==> config.mk <==
export PLATFORM = sky130hd
export DESIGN_NAME = radix_converter_top
export DESIGN_NICKNAME = d
export VERILOG_FILES = /design/src/design/rc_pkg.sv /design/src/design/rc_sequencer.sv /design/src/design/rc_datapath.sv /design/src/design/radix_converter_top.sv
export SDC_FILE = /design/constraint.sdc
export NUM_CORES = 1
export LEC_CHECK = 0
export ABC_AREA = 1
export BUFFER_PORTS_ARGS = -buffer_cell sky130_fd_sc_hd__buf_2
export CELL_PAD_IN_SITES_DETAIL_PLACEMENT = 1
export CELL_PAD_IN_SITES_GLOBAL_PLACEMENT = 1
export CORE_ASPECT_RATIO = 1.25
export CORE_MARGIN = 4
export CORE_UTILIZATION = 50
export DETAILED_ROUTE_END_ITERATION = 10
export PLACE_DENSITY = 0.91
export SLEW_MARGIN = 40
export SYNTH_ARGS = -nofsm -noshare
export SYNTH_HDL_FRONTEND = slang
export SYNTH_SLANG_ARGS = --single-unit
export TNS_END_PERCENT = 20
==> constraint.sdc <==
create_clock -name clk -period 7.1 [get_ports clk]
set_input_delay 0.355 -clock clk [delete_from_list [all_inputs] [get_ports clk]]
set_output_delay 0.355 -clock clk [all_outputs]
set_load 0.03 [all_outputs]
==> src/design/rc_pkg.sv <==
// shared constants, types and microcode for the radix converter
package rc_pkg;

  // widths and sizes
  localparam int VALUE_BITS = 32;
  localparam int MAX_DIGITS = 32;
  localparam int BASE_W     = 6;
  localparam int CHAR_W     = 8;
  localparam int DIGIT_W    = 6;
  localparam int REM_W      = DIGIT_W + 1;
  localparam int PROD_W     = VALUE_BITS + BASE_W;
  localparam int BIT_CNT_W  = $clog2(VALUE_BITS);
  localparam int DIG_IDX_W  = $clog2(MAX_DIGITS);
  localparam int DIG_CNT_W  = DIG_IDX_W + 1;
  localparam int CFG_IDX_W  = 1;
  localparam int STEP_W     = 3;

  // base limits and register reset values
  localparam logic [BASE_W-1:0] BASE_MIN       = BASE_W'(2);
  localparam logic [BASE_W-1:0] BASE_MAX       = BASE_W'(36);
  localparam logic [BASE_W-1:0] SRC_BASE_RESET = BASE_W'(10);
  localparam logic [BASE_W-1:0] TGT_BASE_RESET = BASE_W'(2);

  // configuration register indexes
  localparam logic [CFG_IDX_W-1:0] CFG_SOURCE_BASE = 1'b0;
  localparam logic [CFG_IDX_W-1:0] CFG_TARGET_BASE = 1'b1;

  // ascii codes
  localparam logic [CHAR_W-1:0] CH_0 = 8'h30;
  localparam logic [CHAR_W-1:0] CH_9 = 8'h39;
  localparam logic [CHAR_W-1:0] CH_A = 8'h41;
  localparam logic [CHAR_W-1:0] CH_Z = 8'h5A;
  localparam logic [DIGIT_W-1:0] TEN = DIGIT_W'(10);

  // jump conditions of the sequencer
  typedef enum logic [2:0] {
    COND_NEVER,
    COND_ALWAYS,
    COND_NO_START,
    COND_NOT_LAST,
    COND_BITS_LEFT,
    COND_MORE_DIV,
    COND_MORE_EMIT
  } cond_t;

  typedef logic [STEP_W-1:0] step_t;

  // microcode steps
  localparam step_t STEP_WAIT     = 3'd0;
  localparam step_t STEP_MAC      = 3'd1;
  localparam step_t STEP_DIV_INIT = 3'd2;
  localparam step_t STEP_DIV      = 3'd3;
  localparam step_t STEP_STORE    = 3'd4;
  localparam step_t STEP_READ     = 3'd5;
  localparam step_t STEP_EMIT     = 3'd6;
  localparam step_t STEP_CLEAR    = 3'd7;

  // control word
  typedef struct packed {
    logic  busy;
    logic  mac;
    logic  div_init;
    logic  div_step;
    logic  store;
    logic  rd;
    logic  emit;
    logic  clear;
    cond_t cond;
    step_t target;
  } ctrl_t;

  // datapath status for the jump conditions
  typedef struct packed {
    logic last;
    logic bits_left;
    logic more_div;
    logic more_emit;
  } stat_t;

  // out-of-range bases saturate
  function automatic logic [BASE_W-1:0] clamp_base(input logic [BASE_W-1:0] b);
    logic [BASE_W-1:0] r;
    if (b < BASE_MIN) begin
      r = BASE_MIN;
    end else if (b > BASE_MAX) begin
      r = BASE_MAX;
    end else begin
      r = b;
    end
    return r;
  endfunction

  // returns {bad, value}; bad characters count as zero
  function automatic logic [DIGIT_W:0] char_value(input logic [CHAR_W-1:0] ch);
    logic [CHAR_W-1:0] t;
    logic [DIGIT_W:0]  r;
    t = '0;
    r = {1'b1, {DIGIT_W{1'b0}}};
    if (ch >= CH_0 && ch <= CH_9) begin
      t = ch - CH_0;
      r = {1'b0, t[DIGIT_W-1:0]};
    end else if (ch >= CH_A && ch <= CH_Z) begin
      t = ch - CH_A;
      r = {1'b0, t[DIGIT_W-1:0] + TEN};
    end
    return r;
  endfunction

  // digit value to '0'-'9','A'-'Z'
  function automatic logic [CHAR_W-1:0] digit_ascii(input logic [DIGIT_W-1:0] d);
    logic [CHAR_W-1:0] r;
    if (d < TEN) begin
      r = CH_0 + CHAR_W'(d);
    end else begin
      r = CH_A + CHAR_W'(d - TEN);
    end
    return r;
  endfunction

  // microcode rom
  function automatic ctrl_t ucode(input step_t step);
    ctrl_t c;
    c = '0;
    case (step)
      STEP_WAIT: begin
        c.cond   = COND_NO_START;
        c.target = STEP_WAIT;
      end
      STEP_MAC: begin
        c.busy   = 1'b1;
        c.mac    = 1'b1;
        c.cond   = COND_NOT_LAST;
        c.target = STEP_WAIT;
      end
      STEP_DIV_INIT: begin
        c.busy     = 1'b1;
        c.div_init = 1'b1;
        c.cond     = COND_NEVER;
        c.target   = STEP_WAIT;
      end
      STEP_DIV: begin
        c.busy     = 1'b1;
        c.div_step = 1'b1;
        c.cond     = COND_BITS_LEFT;
        c.target   = STEP_DIV;
      end
      STEP_STORE: begin
        c.busy   = 1'b1;
        c.store  = 1'b1;
        c.cond   = COND_MORE_DIV;
        c.target = STEP_DIV_INIT;
      end
      STEP_READ: begin
        c.busy   = 1'b1;
        c.rd     = 1'b1;
        c.cond   = COND_NEVER;
        c.target = STEP_WAIT;
      end
      STEP_EMIT: begin
        c.busy   = 1'b1;
        c.emit   = 1'b1;
        c.cond   = COND_MORE_EMIT;
        c.target = STEP_READ;
      end
      STEP_CLEAR: begin
        c.busy   = 1'b1;
        c.clear  = 1'b1;
        c.cond   = COND_ALWAYS;
        c.target = STEP_WAIT;
      end
      default: begin
        c.cond   = COND_ALWAYS;
        c.target = STEP_WAIT;
      end
    endcase
    return c;
  endfunction

endpackage

==> src/design/rc_sequencer.sv <==
// microcode sequencer: step counter, control rom and conditional jumps
module rc_sequencer (
  input  logic          clk,
  input  logic          rst,
  input  logic          start,
  input  rc_pkg::stat_t stat,
  output rc_pkg::ctrl_t ctrl
);

  rc_pkg::step_t pc;
  rc_pkg::step_t pc_next;
  logic          take;

  // control word of the current step
  assign ctrl = rc_pkg::ucode(pc);

  // jump condition select
  always_comb begin
    case (ctrl.cond)
      rc_pkg::COND_NEVER:     take = 1'b0;
      rc_pkg::COND_ALWAYS:    take = 1'b1;
      rc_pkg::COND_NO_START:  take = !start;
      rc_pkg::COND_NOT_LAST:  take = !stat.last;
      rc_pkg::COND_BITS_LEFT: take = stat.bits_left;
      rc_pkg::COND_MORE_DIV:  take = stat.more_div;
      rc_pkg::COND_MORE_EMIT: take = stat.more_emit;
      default:                take = 1'b0;
    endcase
  end

  assign pc_next = take ? ctrl.target : pc + 1'b1;

  // step counter
  always_ff @(posedge clk) begin
    if (rst) begin
      pc <= rc_pkg::STEP_WAIT;
    end else begin
      pc <= pc_next;
    end
  end

endmodule

==> src/design/rc_datapath.sv <==
// datapath: base registers, multiply-add accumulator, bit-serial divider, digit store
module rc_datapath (
  input  logic                           clk,
  input  logic                           rst,
  input  logic                           accept,
  input  logic [rc_pkg::CHAR_W-1:0]      char_code,
  input  logic                           last_char,
  input  logic                           cfg_en,
  input  logic [rc_pkg::CFG_IDX_W-1:0]   cfg_index,
  input  logic [rc_pkg::BASE_W-1:0]      cfg_data,
  input  rc_pkg::ctrl_t                  ctrl,
  output rc_pkg::stat_t                  stat,
  output logic [rc_pkg::CHAR_W-1:0]      digit_char,
  output logic                           last_digit,
  output logic                           overflow,
  output logic                           bad_char
);

  logic [rc_pkg::BASE_W-1:0]     source_base;
  logic [rc_pkg::BASE_W-1:0]     target_base;
  logic [rc_pkg::CHAR_W-1:0]     char_reg;
  logic                          last_reg;
  logic [rc_pkg::VALUE_BITS-1:0] acc;
  logic                          overflow_seen;
  logic                          bad_seen;
  logic [rc_pkg::VALUE_BITS-1:0] quot;
  logic [rc_pkg::DIGIT_W-1:0]    rem;
  logic [rc_pkg::BIT_CNT_W-1:0]  bit_cnt;
  logic [rc_pkg::DIG_CNT_W-1:0]  ndig;
  logic [rc_pkg::DIGIT_W-1:0]    rd_digit;
  logic [rc_pkg::DIGIT_W-1:0]    digit_store [rc_pkg::MAX_DIGITS];

  logic [rc_pkg::BASE_W-1:0]     sb;
  logic [rc_pkg::BASE_W-1:0]     tb;
  logic [rc_pkg::DIGIT_W:0]      cv;
  logic [rc_pkg::PROD_W-1:0]     prod;
  logic [rc_pkg::REM_W-1:0]      trial;
  logic [rc_pkg::REM_W-1:0]      diff;
  logic                          geq;
  logic [rc_pkg::DIGIT_W-1:0]    rem_next;
  logic [rc_pkg::DIG_CNT_W-1:0]  ndig_m1;
  logic [rc_pkg::DIG_IDX_W-1:0]  wr_addr;
  logic [rc_pkg::DIG_IDX_W-1:0]  rd_addr;

  assign sb = rc_pkg::clamp_base(source_base);
  assign tb = rc_pkg::clamp_base(target_base);

  // multiply-add; any bit above the value width means wrap
  assign cv   = rc_pkg::char_value(char_reg);
  assign prod = rc_pkg::PROD_W'(acc) * rc_pkg::PROD_W'(sb)
              + rc_pkg::PROD_W'(cv[rc_pkg::DIGIT_W-1:0]);

  // one restoring division step
  assign trial    = {rem, quot[rc_pkg::VALUE_BITS-1]};
  assign geq      = trial >= rc_pkg::REM_W'(tb);
  assign diff     = trial - rc_pkg::REM_W'(tb);
  assign rem_next = geq ? diff[rc_pkg::DIGIT_W-1:0] : trial[rc_pkg::DIGIT_W-1:0];

  // digit store addressing
  assign ndig_m1 = ndig - 1'b1;
  assign wr_addr = ndig[rc_pkg::DIG_IDX_W-1:0];
  assign rd_addr = ndig_m1[rc_pkg::DIG_IDX_W-1:0];

  // status for the sequencer
  assign stat.last      = last_reg;
  assign stat.bits_left = bit_cnt != '0;
  assign stat.more_div  = (quot != '0)
                          && (ndig != rc_pkg::DIG_CNT_W'(rc_pkg::MAX_DIGITS - 1));
  assign stat.more_emit = ndig != rc_pkg::DIG_CNT_W'(1);

  // result fields
  assign digit_char = rc_pkg::digit_ascii(rd_digit);
  assign last_digit = ndig == rc_pkg::DIG_CNT_W'(1);
  assign overflow   = overflow_seen;
  assign bad_char   = bad_seen;

  // control state and configuration
  always_ff @(posedge clk) begin
    if (rst) begin
      source_base   <= rc_pkg::SRC_BASE_RESET;
      target_base   <= rc_pkg::TGT_BASE_RESET;
      acc           <= '0;
      overflow_seen <= 1'b0;
      bad_seen      <= 1'b0;
      bit_cnt       <= '0;
      ndig          <= '0;
    end else begin
      if (cfg_en) begin
        case (cfg_index)
          rc_pkg::CFG_SOURCE_BASE: source_base <= cfg_data;
          rc_pkg::CFG_TARGET_BASE: target_base <= cfg_data;
          default: ;
        endcase
      end
      if (ctrl.mac) begin
        acc <= prod[rc_pkg::VALUE_BITS-1:0];
        if (prod[rc_pkg::PROD_W-1:rc_pkg::VALUE_BITS] != '0) begin
          overflow_seen <= 1'b1;
        end
        if (cv[rc_pkg::DIGIT_W]) begin
          bad_seen <= 1'b1;
        end
      end
      if (ctrl.div_init) begin
        bit_cnt <= rc_pkg::BIT_CNT_W'(rc_pkg::VALUE_BITS - 1);
      end else if (ctrl.div_step) begin
        bit_cnt <= bit_cnt - 1'b1;
      end
      if (ctrl.store) begin
        ndig <= ndig + 1'b1;
      end else if (ctrl.emit) begin
        ndig <= ndig_m1;
      end
      if (ctrl.clear) begin
        acc           <= '0;
        overflow_seen <= 1'b0;
        bad_seen      <= 1'b0;
      end
    end
  end

  // input capture and divider payload
  always_ff @(posedge clk) begin
    if (accept) begin
      char_reg <= char_code;
      last_reg <= last_char;
    end
    if (ctrl.div_init) begin
      quot <= (ndig == '0) ? acc : quot;
      rem  <= '0;
    end else if (ctrl.div_step) begin
      quot <= {quot[rc_pkg::VALUE_BITS-2:0], geq};
      rem  <= rem_next;
    end
  end

  // digit store, registered read
  always_ff @(posedge clk) begin
    if (ctrl.store) begin
      digit_store[wr_addr] <= rem;
    end
    if (ctrl.rd) begin
      rd_digit <= digit_store[rd_addr];
    end
  end

endmodule

==> src/design/radix_converter_top.sv <==
// radix converter: digits in source base to ascii digits in target base
// a non-final character takes the accept step, then one multiply-add step
// the final character takes the accept step, one multiply-add step, then per output
// digit an init, a 32-step bit-serial divide and a store, then a read and an emit per
// emitted digit and a clear at the end; busy stays high from the multiply-add to the clear
// the receiver cannot stall; synchronous reset sets bases to 10 and 2, clears acc and flags
module radix_converter_top (
  input  logic                          clk,
  input  logic                          rst,
  input  logic                          start,
  output logic                          busy,
  input  logic [rc_pkg::CHAR_W-1:0]     char_code,
  input  logic                          last_char,
  input  logic                          cfg_en,
  input  logic [rc_pkg::CFG_IDX_W-1:0]  cfg_index,
  input  logic [rc_pkg::BASE_W-1:0]     cfg_data,
  output logic                          valid,
  output logic [rc_pkg::CHAR_W-1:0]     digit_char,
  output logic                          last_digit,
  output logic                          overflow,
  output logic                          bad_char
);

  rc_pkg::ctrl_t ctrl;
  rc_pkg::stat_t stat;
  logic          accept;

  // input transaction
  assign accept = start && !busy;
  assign busy   = ctrl.busy;
  assign valid  = ctrl.emit;

  // sequencer
  rc_sequencer u_seq (
    .clk   (clk),
    .rst   (rst),
    .start (start),
    .stat  (stat),
    .ctrl  (ctrl)
  );

  // datapath
  rc_datapath u_dp (
    .clk        (clk),
    .rst        (rst),
    .accept     (accept),
    .char_code  (char_code),
    .last_char  (last_char),
    .cfg_en     (cfg_en),
    .cfg_index  (cfg_index),
    .cfg_data   (cfg_data),
    .ctrl       (ctrl),
    .stat       (stat),
    .digit_char (digit_char),
    .last_digit (last_digit),
    .overflow   (overflow),
    .bad_char   (bad_char)
  );

  // results only come out while a number is in progress
  a_valid_busy: assert property (@(posedge clk) disable iff (rst)
    valid |-> busy) else $error("result strobe while idle");

  // an accepted character always starts a busy step
  a_accept_busy: assert property (@(posedge clk) disable iff (rst)
    accept |=> busy) else $error("accepted character not processed");

  // the final digit ends the result stream
  a_last_ends: assert property (@(posedge clk) disable iff (rst)
    (valid && last_digit) |=> !valid) else $error("result after final digit");

  // each digit but the last is followed by a read step without a digit, then the next digit
  a_digit_gap: assert property (@(posedge clk) disable iff (rst)
    (valid && !last_digit) |=> !valid ##1 valid) else $error("digit stream broken");

endmodule

==> flow_metrics.py, run 1 <==
metrics = {
    "global_routing": {
        "grt_pass1_vias": 17899,
        "grt_pass1_wl_um": 96600,
        "overflow": 0,
        "antenna_found_initial": 0,
        "grt_start_max_net_pins": 101,
        "grt_use_total": 0.279,
    },
    "clock_tree": {
        "clockBufferDepth": 3,
        "cts_tree": "built",
        "root_buffer": "clkbuf_16",
        "clk_latency_ns": 0.57,
        "cts_resized": 0,
        "cts-htree-levels": 1,
        "cts.sinks": 305,
        "cts_buffers": 30,
        "clk_pin_slew_ns": 0.06,
    },
    "placed_design": {
        "dpl_cell_area_mm2": 0.0207,
        "placed_cells": 2660,
        "dp_slack_ns": 1.42,
        "io_buffers": 32,
        "gp_congestion": 0.952,
        "hpwl_um": 44800,
    },
    "job": {
        "maxCapViolCount": 0,
    },
    "setup_path": {
        "crit_path_start": "u_dp.source_base[3]",
        "crit_arrival_ns": 6.18,
        "startpoint_type": "register",
        "critPathCapture": "u_dp.acc[30]",
        "crit-reg2reg-launch": "u_dp.source_base[3]",
        "critPathMaxStageDelay_ns": 0.56,
        "worstSetupEndpointType": "register",
        "worstPathMaxFanout": 4,
        "ff2ff_path_depth": 35,
        "worst_path_most_repeated_cell": "nand2_1",
        "slowest_stage": "fa_1",
        "regToRegSetupSlack_ns": 1.38,
        "cp.required_ns": 7.56,
        "r2r-end": "u_dp.acc[30]",
        "path_class": "register to register",
    },
    "power_and_ir_drop": {
        "power_leakage_nw": 9.63,
        "vdd_drop_max_mv": 0.176,
        "p_sw_mw": 3.38,
        "power_mw": 7.71,
        "p_int_mw": 4.33,
        "power_switching_share": 0.438,
        "powerDensity_mw_per_mm2": 355,
        "pwr-share-comb": 0.479,
        "pwr-share-clk": 0.201,
        "pwr-share-seq": 0.320,
    },
    "floorplan": {
        "core-area_mm2": 0.0393,
        "initial_core_util": 0.509,
        "row_count": 81,
        "die_h_um": 232,
        "ios": 33,
        "die_x_um": 187,
        "die_area_mm2": 0.0433,
    },
    "layout": {
        "fin_area_mm2": 0.0217,
        "fin_cells": 2724,
        "multiInputGateArea_mm2": 0.0100,
        "fin_util": 0.552,
        "drive_gt1_frac": 0.0615,
        "largestRegisters": "u_dp.digit_store: 192 flops, u_dp.acc: 32 flops, u_dp.quot: 32 flops",
        "largest_register_ffs": 192,
        "antenna-diode-count": 0,
        "nFillCells": 4529,
        "layout_commonest_cell": "nor2_1",
        "layout_common_cells": "nor2_1 (401), nand2_1 (300), inv_1 (296), edfxtp_1 (239), o21ai_0 (136)",
        "area_growth_pct": 8.53,
        "top_register": "u_dp.digit_store",
        "nets": 2464,
        "seq_area_mm2": 0.00850,
    },
    "detailed_routing": {
        "vias_per_cell": 5.89,
        "first_iter_violations": 971,
        "vias": 16043,
        "wirelength_um": 60000,
        "dr.pass1.iters": 5,
        "post_drt_wl_per_cell_um": 22.0,
        "drc": 0,
        "antenna_left": 0,
    },
    "synthesis": {
        "syn-num-nets": 2449,
        "syn_area_mm2": 0.0200,
        "syn_area_per_cell_um2": 9.15,
        "yosysWarnings": 0,
        "ys_ff_latch": 305,
        "synth.area.top_cells": "edfxtp_1 (36%), fa_1 (13%), nor2_1 (7.6%)",
        "synthCells": 2188,
        "ys_seq_area_frac": 0.425,
        "synth_top_cell_area_share": 0.359,
        "synth.distinct_cells": 53,
        "synth.largest_area_cell": "edfxtp_1",
    },
    "timing": {
        "fin_ws_ns": 1.38,
        "period_needed_ns": 5.72,
        "fin_setup_tns_ns": 0,
        "hold_viol_final": 0,
        "hold-worst-slack_ns": 0.0249,
        "rsz0062_at_grt": "false",
        "finalSetupViolations": 0,
        "min_period_over_period": 0.806,
        "fmax_ghz": 0.175,
        "slew_headroom": 0.394,
        "skew_ns": 0.0149,
        "worstMarginPinSlew_ns": 0.906,
        "drv_slew": 0,
    },
    "run_status": {
        "status": "complete, no violations",
    },
    "min_path": {
        "hp-class": "input port to register",
        "hp-start": "cfg_data[1]",
    },
}
## power groups by stage
stage / Clock (mW) / Combinational, mW / Sequential, mW
detailed placement: 0 / 3.61 / 2.50
CTS: 1.56 / 3.66 / 2.46
finish: 1.55 / 3.69 / 2.47
global placement: 0 / 3.31 / 2.48
floorplan: 0 / 2.43 / 2.47
global route: 1.64 / 4.08 / 2.49
## cells by family (layout without fill, tap and decap cells)
group                    after synthesis  in the layout  share of synthesized area
AND/OR/NAND/NOR                      804            804                      0.162
buffers and inverters                395            433                     0.0751
AO/OA/AOI/OAI                        382            382                      0.113
flip-flops                           305            305                      0.425
adder cells (fa/ha/maj)              241            241                      0.198
XOR/XNOR                              42             42                     0.0188
multiplexers                          19             19                    0.00950
## final cells by class
| class | count | share of cell area |
|---|---|---|
| Clock inverter | 12 | 0.00449 |
| Multi-Input combinational cell | 1488 | 0.463 |
| Timing Repair Buffer | 57 | 0.0183 |
| Inverter | 321 | 0.0558 |
| Sequential cell | 305 | 0.391 |
| Clock buffer | 43 | 0.0387 |
| Tap cell | 498 | 0.0287 |
## synth_stat cells, drive strengths merged
cell type	instances
nor2	407
inv	318
nand2	303
edfxtp	239
o21ai	176
fa	125
ha	116
a21oi	95
dfxtp	66
clkbuf	55
nand3	52
o32ai	30
xor2	26
o211ai	21
buf	19
mux2i	19
o221ai	19
xnor2	16
a31oi	15
nand4	15
nor3	13
o21bai	8
nor4	6
a221oi	3
a32o	3
and3	3
clkinv	3
o22ai	3
a31o	2
and2	2
o31ai	2
a21boi	1
a21o	1
nand2b	1
nand3b	1
o2111a	1
o21a	1
o41ai	1
or2	1
## worst min path at each step
stage	endpoint	slack [ns]	depth (start not counted)
floorplan	u_dp.ndig[5]	0.42	1
global placement	u_dp.ndig[5]	0.45	1
detailed placement	u_dp.ndig[5]	0.48	1
CTS	u_dp.target_base[1]	0.008	3
global route	u_dp.target_base[1]	0.02	3
finish	u_dp.target_base[1]	0.02	3
## timing repair
item                       CTS  global route
buffers inserted             0             0
hold endpoints to repair     9             0
hold buffers                 9             0
setup endpoints to repair    0             0
## routing by layer
metal,GRT usage,up-vias,wire [µm],share of wire
met4,0.157,0,3660,0.061
met1,0.311,8035,21900,0.37
met2,0.520,534,31900,0.53
met5,0,-,0,0
met3,0.0274,196,2530,0.042
li1,-,7278,-,-
## critical path: cells and delay by family, from the launching register on
family,cells,cell delay (ns)
AO/OA/AOI/OAI,3,0.60
adder cells (fa/ha/maj),5,2.46
buffers and inverters,11,0.66
flip-flops,1,0.36
AND/OR/NAND/NOR,16,1.52
(Power assumes the default switching activity.)
==> inputs of run 2 (changes only) <==
==> constraint.sdc (replaced) <==
create_clock -name clk -period 5.88 [get_ports clk]
set_input_delay 0.294 -clock clk [delete_from_list [all_inputs] [get_ports clk]]
set_output_delay 0.294 -clock clk [all_outputs]
set_load 0.03 [all_outputs]
==> flow_metrics.py, run 2 (synthesis gave the netlist of run 1 again) <==
metrics = {
    "run_status": {
        "status": "complete, no violations",
    },
    "setup_path": {
        "path_class": "register to register",
        "cp.required_ns": 6.35,
        "worst_path_most_repeated_cell": "nand2_1",
        "slowest_stage": "fa_1",
        "startpoint_type": "register",
        "worstPathMaxFanout": 13,
        "crit_path_start": "u_dp.source_base[4]",
        "crit_arrival_ns": 6.04,
        "critPathMaxStageDelay_ns": 0.55,
        "crit-reg2reg-launch": "u_dp.source_base[4]",
        "worstSetupEndpointType": "register",
    },
    "floorplan": {
        "die_h_um": 232,
        "initial_core_util": 0.509,
        "core-area_mm2": 0.0393,
        "row_count": 81,
        "die_area_mm2": 0.0433,
        "die_x_um": 187,
        "ios": 33,
    },
    "layout": {
        "top_register": "u_dp.digit_store",
        "drive_gt1_frac": 0.0757,
        "largest_register_ffs": 192,
        "area_growth_pct": 10.1,
        "fin_area_mm2": 0.0220,
        "antenna-diode-count": 0,
        "largestRegisters": "u_dp.digit_store: 192 flops, u_dp.acc: 32 flops, u_dp.quot: 32 flops",
        "fin_util": 0.560,
        "layout_commonest_cell": "nor2_1",
        "layout_common_cells": "nor2_1 (398), nand2_1 (297), inv_1 (296), edfxtp_1 (239), o21ai_0 (136)",
        "nets": 2484,
        "multiInputGateArea_mm2": 0.0101,
        "seq_area_mm2": 0.00850,
        "fin_cells": 2745,
        "nFillCells": 4505,
    },
    "detailed_routing": {
        "drc": 0,
        "first_iter_violations": 964,
        "wirelength_um": 61400,
        "dr.pass1.iters": 7,
        "vias": 16182,
        "vias_per_cell": 5.90,
        "post_drt_wl_per_cell_um": 22.4,
        "antenna_left": 0,
    },
    "clock_tree": {
        "clk_pin_slew_ns": 0.07,
        "clk_latency_ns": 0.58,
        "cts.sinks": 305,
        "root_buffer": "clkbuf_16",
        "cts-htree-levels": 1,
        "clockBufferDepth": 3,
        "cts_tree": "built",
        "cts_buffers": 30,
    },
    "timing": {
        "worstMarginPinSlew_ns": 0.879,
        "hold_viol_final": 0,
        "min_period_over_period": 0.948,
        "fin_setup_tns_ns": 0,
        "period_needed_ns": 5.57,
        "fmax_ghz": 0.179,
        "rsz0062_at_grt": "false",
        "drv_slew": 0,
        "skew_ns": 0.0210,
        "finalSetupViolations": 0,
        "slew_headroom": 0.412,
    },
    "global_routing": {
        "grt_use_total": 0.281,
        "grt_pass1_wl_um": 97400,
        "overflow": 0,
        "antenna_found_initial": 0,
        "grt_pass1_vias": 18183,
        "grt_start_max_net_pins": 101,
    },
    "min_path": {
        "hp-class": "input port to register",
        "hp-start": "cfg_data[5]",
    },
    "power_and_ir_drop": {
        "vdd_drop_max_mv": 0.211,
        "powerDensity_mw_per_mm2": 431,
        "power_leakage_nw": 9.79,
    },
    "placed_design": {
        "io_buffers": 32,
        "placed_cells": 2677,
        "hpwl_um": 43900,
        "dpl_cell_area_mm2": 0.0208,
        "gp_congestion": 0.910,
    },
    "job": {
        "maxCapViolCount": 0,
    },
}
## run 2: cell count changes in the layout (fill, tap and decap cells not counted), sizes merged
cell | before | now
dlygate4sd3 | 9 | 12
inv | 319 | 318
bufinv | 1 | 3
clkbuf | 43 | 42
buf | 48 | 65
clkinv | 11 | 12
## run 2: layer usage
metal  wire (µm)  track usage  part of all wire
met2       32900        0.537              0.54
met1       22100        0.303              0.36
met3        2650       0.0295             0.043
met4        3750        0.154             0.061
met5           0            0                 0
## run 2: final timing paths
path	end	slack, ns	cells past startpoint
worst max register to register	u_dp.acc[25]	0.31	30
worst min register to register	u_dp.bad_char	0.46	2
worst max-delay path	u_dp.acc[25]	0.31	30
worst min-delay path	u_dp.source_base[5]	0.04	3
## run 2: repair_timing
item                                    in CTS  in global routing
hold buffers                                12                  0
endpoints found under the hold margin       13                  0
setup buffers                                0                  0
endpoints found under the setup margin       0                 19
resized for setup                            0                 15
## run 2: critical path, delay by kind of cell, from the launching register on
family / cells / cell delay (ns)
AO/OA/AOI/OAI: 3 / 0.57
XOR/XNOR: 1 / 0.13
adder cells (fa/ha/maj): 5 / 2.18
buffers and inverters: 9 / 0.94
flip-flops: 1 / 0.37
AND/OR/NAND/NOR: 12 / 1.27
## run 2: final cells by class
cell class | count | area share
Clock buffer | 42 | 0.0394
Clock inverter | 14 | 0.00664
Inverter | 321 | 0.0550
Multi-Input combinational cell | 1488 | 0.460
Sequential cell | 305 | 0.386
Tap cell | 498 | 0.0283
Timing Repair Buffer | 77 | 0.0252
## run 2: where the power goes
part | internal (mW) | switching [mW] | total (mW)
clock network | 1.15 | 0.834 | 1.99
logic | 1.47 | 3.06 | 4.53
registers | 2.75 | 0.233 | 2.99
## run 2: per-stage QoR
| stage | power, mW | setup slack, ns | hold slack, ns |
|---|---|---|---|
| after global placement | 6.99 | 0.418 | 0.441 |
| after global routing | 10.1 | 0.0169 | 0.0645 |
| after floorplan | 5.92 | 0.720 | 0.393 |
| after detailed placement | 7.37 | 0.0791 | 0.453 |
| after CTS | 9.44 | 0.0678 | 0.0304 |
| final | 9.50 | 0.308 | 0.0442 |
==> inputs of run 3 (changes only) <==
--- a/config.mk
+++ b/config.mk
@@ -13,6 +13,7 @@
 export CORE_MARGIN = 4
 export CORE_UTILIZATION = 50
 export DETAILED_ROUTE_END_ITERATION = 10
+export GPL_TIMING_DRIVEN = 0
 export PLACE_DENSITY = 0.91
 export SLEW_MARGIN = 40
 export SYNTH_ARGS = -nofsm -noshare
==> constraint.sdc (replaced) <==
create_clock -name clk -period 6.8 [get_ports clk]
set_input_delay 0.34 -clock clk [delete_from_list [all_inputs] [get_ports clk]]
set_output_delay 0.34 -clock clk [all_outputs]
set_load 0.03 [all_outputs]
==> flow_metrics.py, run 3 (synthesis gave the netlist of run 1 again) <==
metrics = {
    "run_status": {
        "status": "complete, no violations",
    },
    "detailed_routing": {
        "first_iter_violations": 1180,
        "drc": 0,
        "wirelength_um": 63100,
        "antenna_left": 0,
        "dr.pass1.iters": 5,
        "vias_per_cell": 5.94,
        "post_drt_wl_per_cell_um": 22.7,
        "vias": 16515,
    },
    "timing": {
        "finalSetupViolations": 0,
        "slew_headroom": 0.424,
        "drv_slew": 0,
        "fin_setup_tns_ns": 0,
        "rsz0062_at_grt": "false",
        "period_needed_ns": 6.36,
        "hold_viol_final": 0,
        "worstMarginPinSlew_ns": 0.865,
        "fmax_ghz": 0.157,
        "skew_ns": 0.0118,
        "min_period_over_period": 0.935,
    },
    "layout": {
        "top_register": "u_dp.digit_store",
        "layout_common_cells": "nor2_1 (401), nand2_1 (300), inv_1 (297), edfxtp_1 (239), o21ai_0 (136)",
        "largest_register_ffs": 192,
        "largestRegisters": "u_dp.digit_store: 192 flops, u_dp.acc: 32 flops, u_dp.quot: 32 flops",
        "drive_gt1_frac": 0.0592,
        "fin_cells": 2779,
        "layout_commonest_cell": "nor2_1",
        "nets": 2522,
        "area_growth_pct": 9.32,
        "antenna-diode-count": 0,
        "nFillCells": 4573,
    },
    "setup_path": {
        "crit-reg2reg-launch": "u_dp.source_base[5]",
        "slowest_stage": "clkbuf_1",
        "ff2ff_path_depth": 29,
        "regToRegSetupSlack_ns": 0.44,
        "path_class": "register to register",
        "critPathMaxStageDelay_ns": 0.62,
        "cp.required_ns": 7.22,
        "crit_arrival_ns": 6.78,
        "worst_path_most_repeated_cell": "nand2_1",
        "startpoint_type": "register",
        "worstPathMaxFanout": 10,
        "r2r-end": "u_dp.overflow",
        "worstSetupEndpointType": "register",
    },
    "clock_tree": {
        "cts.sinks": 305,
        "postCtsSetupRepairBufs": 0,
        "clk_latency_ns": 0.57,
        "root_buffer": "clkbuf_16",
        "cts-htree-levels": 1,
        "cts_buffers": 30,
        "clockBufferDepth": 3,
        "clk_pin_slew_ns": 0.07,
        "cts_tree": "built",
    },
    "global_routing": {
        "overflow": 0,
        "grt_pass1_vias": 18836,
        "antenna_found_initial": 0,
        "grt_use_total": 0.292,
        "grt_start_max_net_pins": 37,
        "grt_pass1_wl_um": 100000,
    },
    "min_path": {
        "hold_end": "u_dp.source_base[3]",
        "hp-class": "input port to register",
        "hp-start": "cfg_data[3]",
        "holdPathStages": 3,
    },
    "placed_design": {
        "io_buffers": 31,
        "gp_congestion": 0.963,
        "placed_cells": 2718,
        "hpwl_um": 48700,
    },
    "floorplan": {
        "die_x_um": 187,
        "die_area_mm2": 0.0433,
        "row_count": 81,
        "core-area_mm2": 0.0393,
        "initial_core_util": 0.509,
        "die_h_um": 232,
        "ios": 33,
    },
    "power_and_ir_drop": {
        "powerDensity_mw_per_mm2": 371,
        "vdd_drop_max_mv": 0.242,
        "power_leakage_nw": 9.66,
    },
    "job": {
        "maxCapViolCount": 0,
    },
}
## run 3: changes by cell type in the layout (fill, tap and decap cells not counted), moves of 3 or more
| cell | previous run | this run |
|---|---|---|
| buf_2 | 32 | 43 |
| dfxtp_1 | 64 | 60 |
| buf_1 | 0 | 7 |
| dfxtp_4 | 0 | 3 |
| clkinvlp_4 | 2 | 8 |
| nand2_1 | 297 | 300 |
| nand2_2 | 5 | 2 |
| nor2_1 | 398 | 401 |
| buf_4 | 30 | 0 |
| clkbuf_1 | 6 | 57 |
| clkbuf_8 | 5 | 0 |
## run 3: power by group
group          total (mW)  internal (mW)  switching, mW
registers            2.68           2.39          0.298
logic                3.80           1.24           2.56
clock network        1.64          0.904          0.731
total                8.12           4.53           3.59
## run 3: worst max-delay path by stage
stage,start,endpoint,cells past startpoint,slack [ns]
3_3_place_gp,u_dp.source_base[5],u_dp.acc[31],36,0.52
3_5_place_dp,u_dp.source_base[5],u_dp.acc[30],33,0.42
5_1_grt,u_dp.source_base[3],u_dp.acc[31],34,0.05
4_1_cts,u_dp.source_base[5],u_dp.acc[30],33,0.39
6_report,u_dp.source_base[5],u_dp.overflow,29,0.44
2_1_floorplan,u_dp.source_base[5],u_dp.acc[30],35,1.64
## run 3: layout make-up
class,count,area (µm²),share of cell area
clock inverter,18,158,0.00721
clock buffer,34,787,0.0360
buffer,73,289,0.0132
multi-input combinational,1488,10000,0.458
inverter,321,1210,0.0553
tap,498,623,0.0285
timing repair buffer,42,270,0.0124
sequential,305,8510,0.389
## run 3: per-stage QoR
stage | hold slack (ns) | util | instance area [µm²] | power, mW | setup slack [ns]
after CTS | 0.0127 | 0.556 | 21900 | 8.07 | 0.389
after detailed placement | 0.462 | 0.530 | 20800 | 6.41 | 0.421
after floorplan | 0.423 | - | 20000 | 5.12 | 1.64
after global placement | 0.439 | 0.529 | 20800 | 6.09 | 0.517
after global routing | 0.0242 | 0.556 | 21900 | 8.62 | 0.0470
final | 0.0190 | 0.556 | 21900 | 8.12 | 0.440
## run 3: repair_timing
item / 4_1_cts / 5_1_grt
resized for setup: 0 / 0
hold buffers: 10 / 0
endpoints found under the setup margin: 0 / 3
endpoints found under the hold margin: 10 / 0
## run 3: layer usage
layer	global-route usage	vias up	part of all wire
met5	0	-	0
met4	0.193	0	0.073
met3	0.0318	262	0.049
met2	0.551	687	0.53
met1	0.307	8165	0.35
li1	-	7401	-
## run 3: critical path: cells and delay by family, from the launching register on
family | cells | cell delay (ns)
fa+ha+maj | 5 | 2.27
simple gates | 16 | 2.24
buf+inv | 6 | 1.07
flops | 1 | 0.31
compound gates | 2 | 0.29
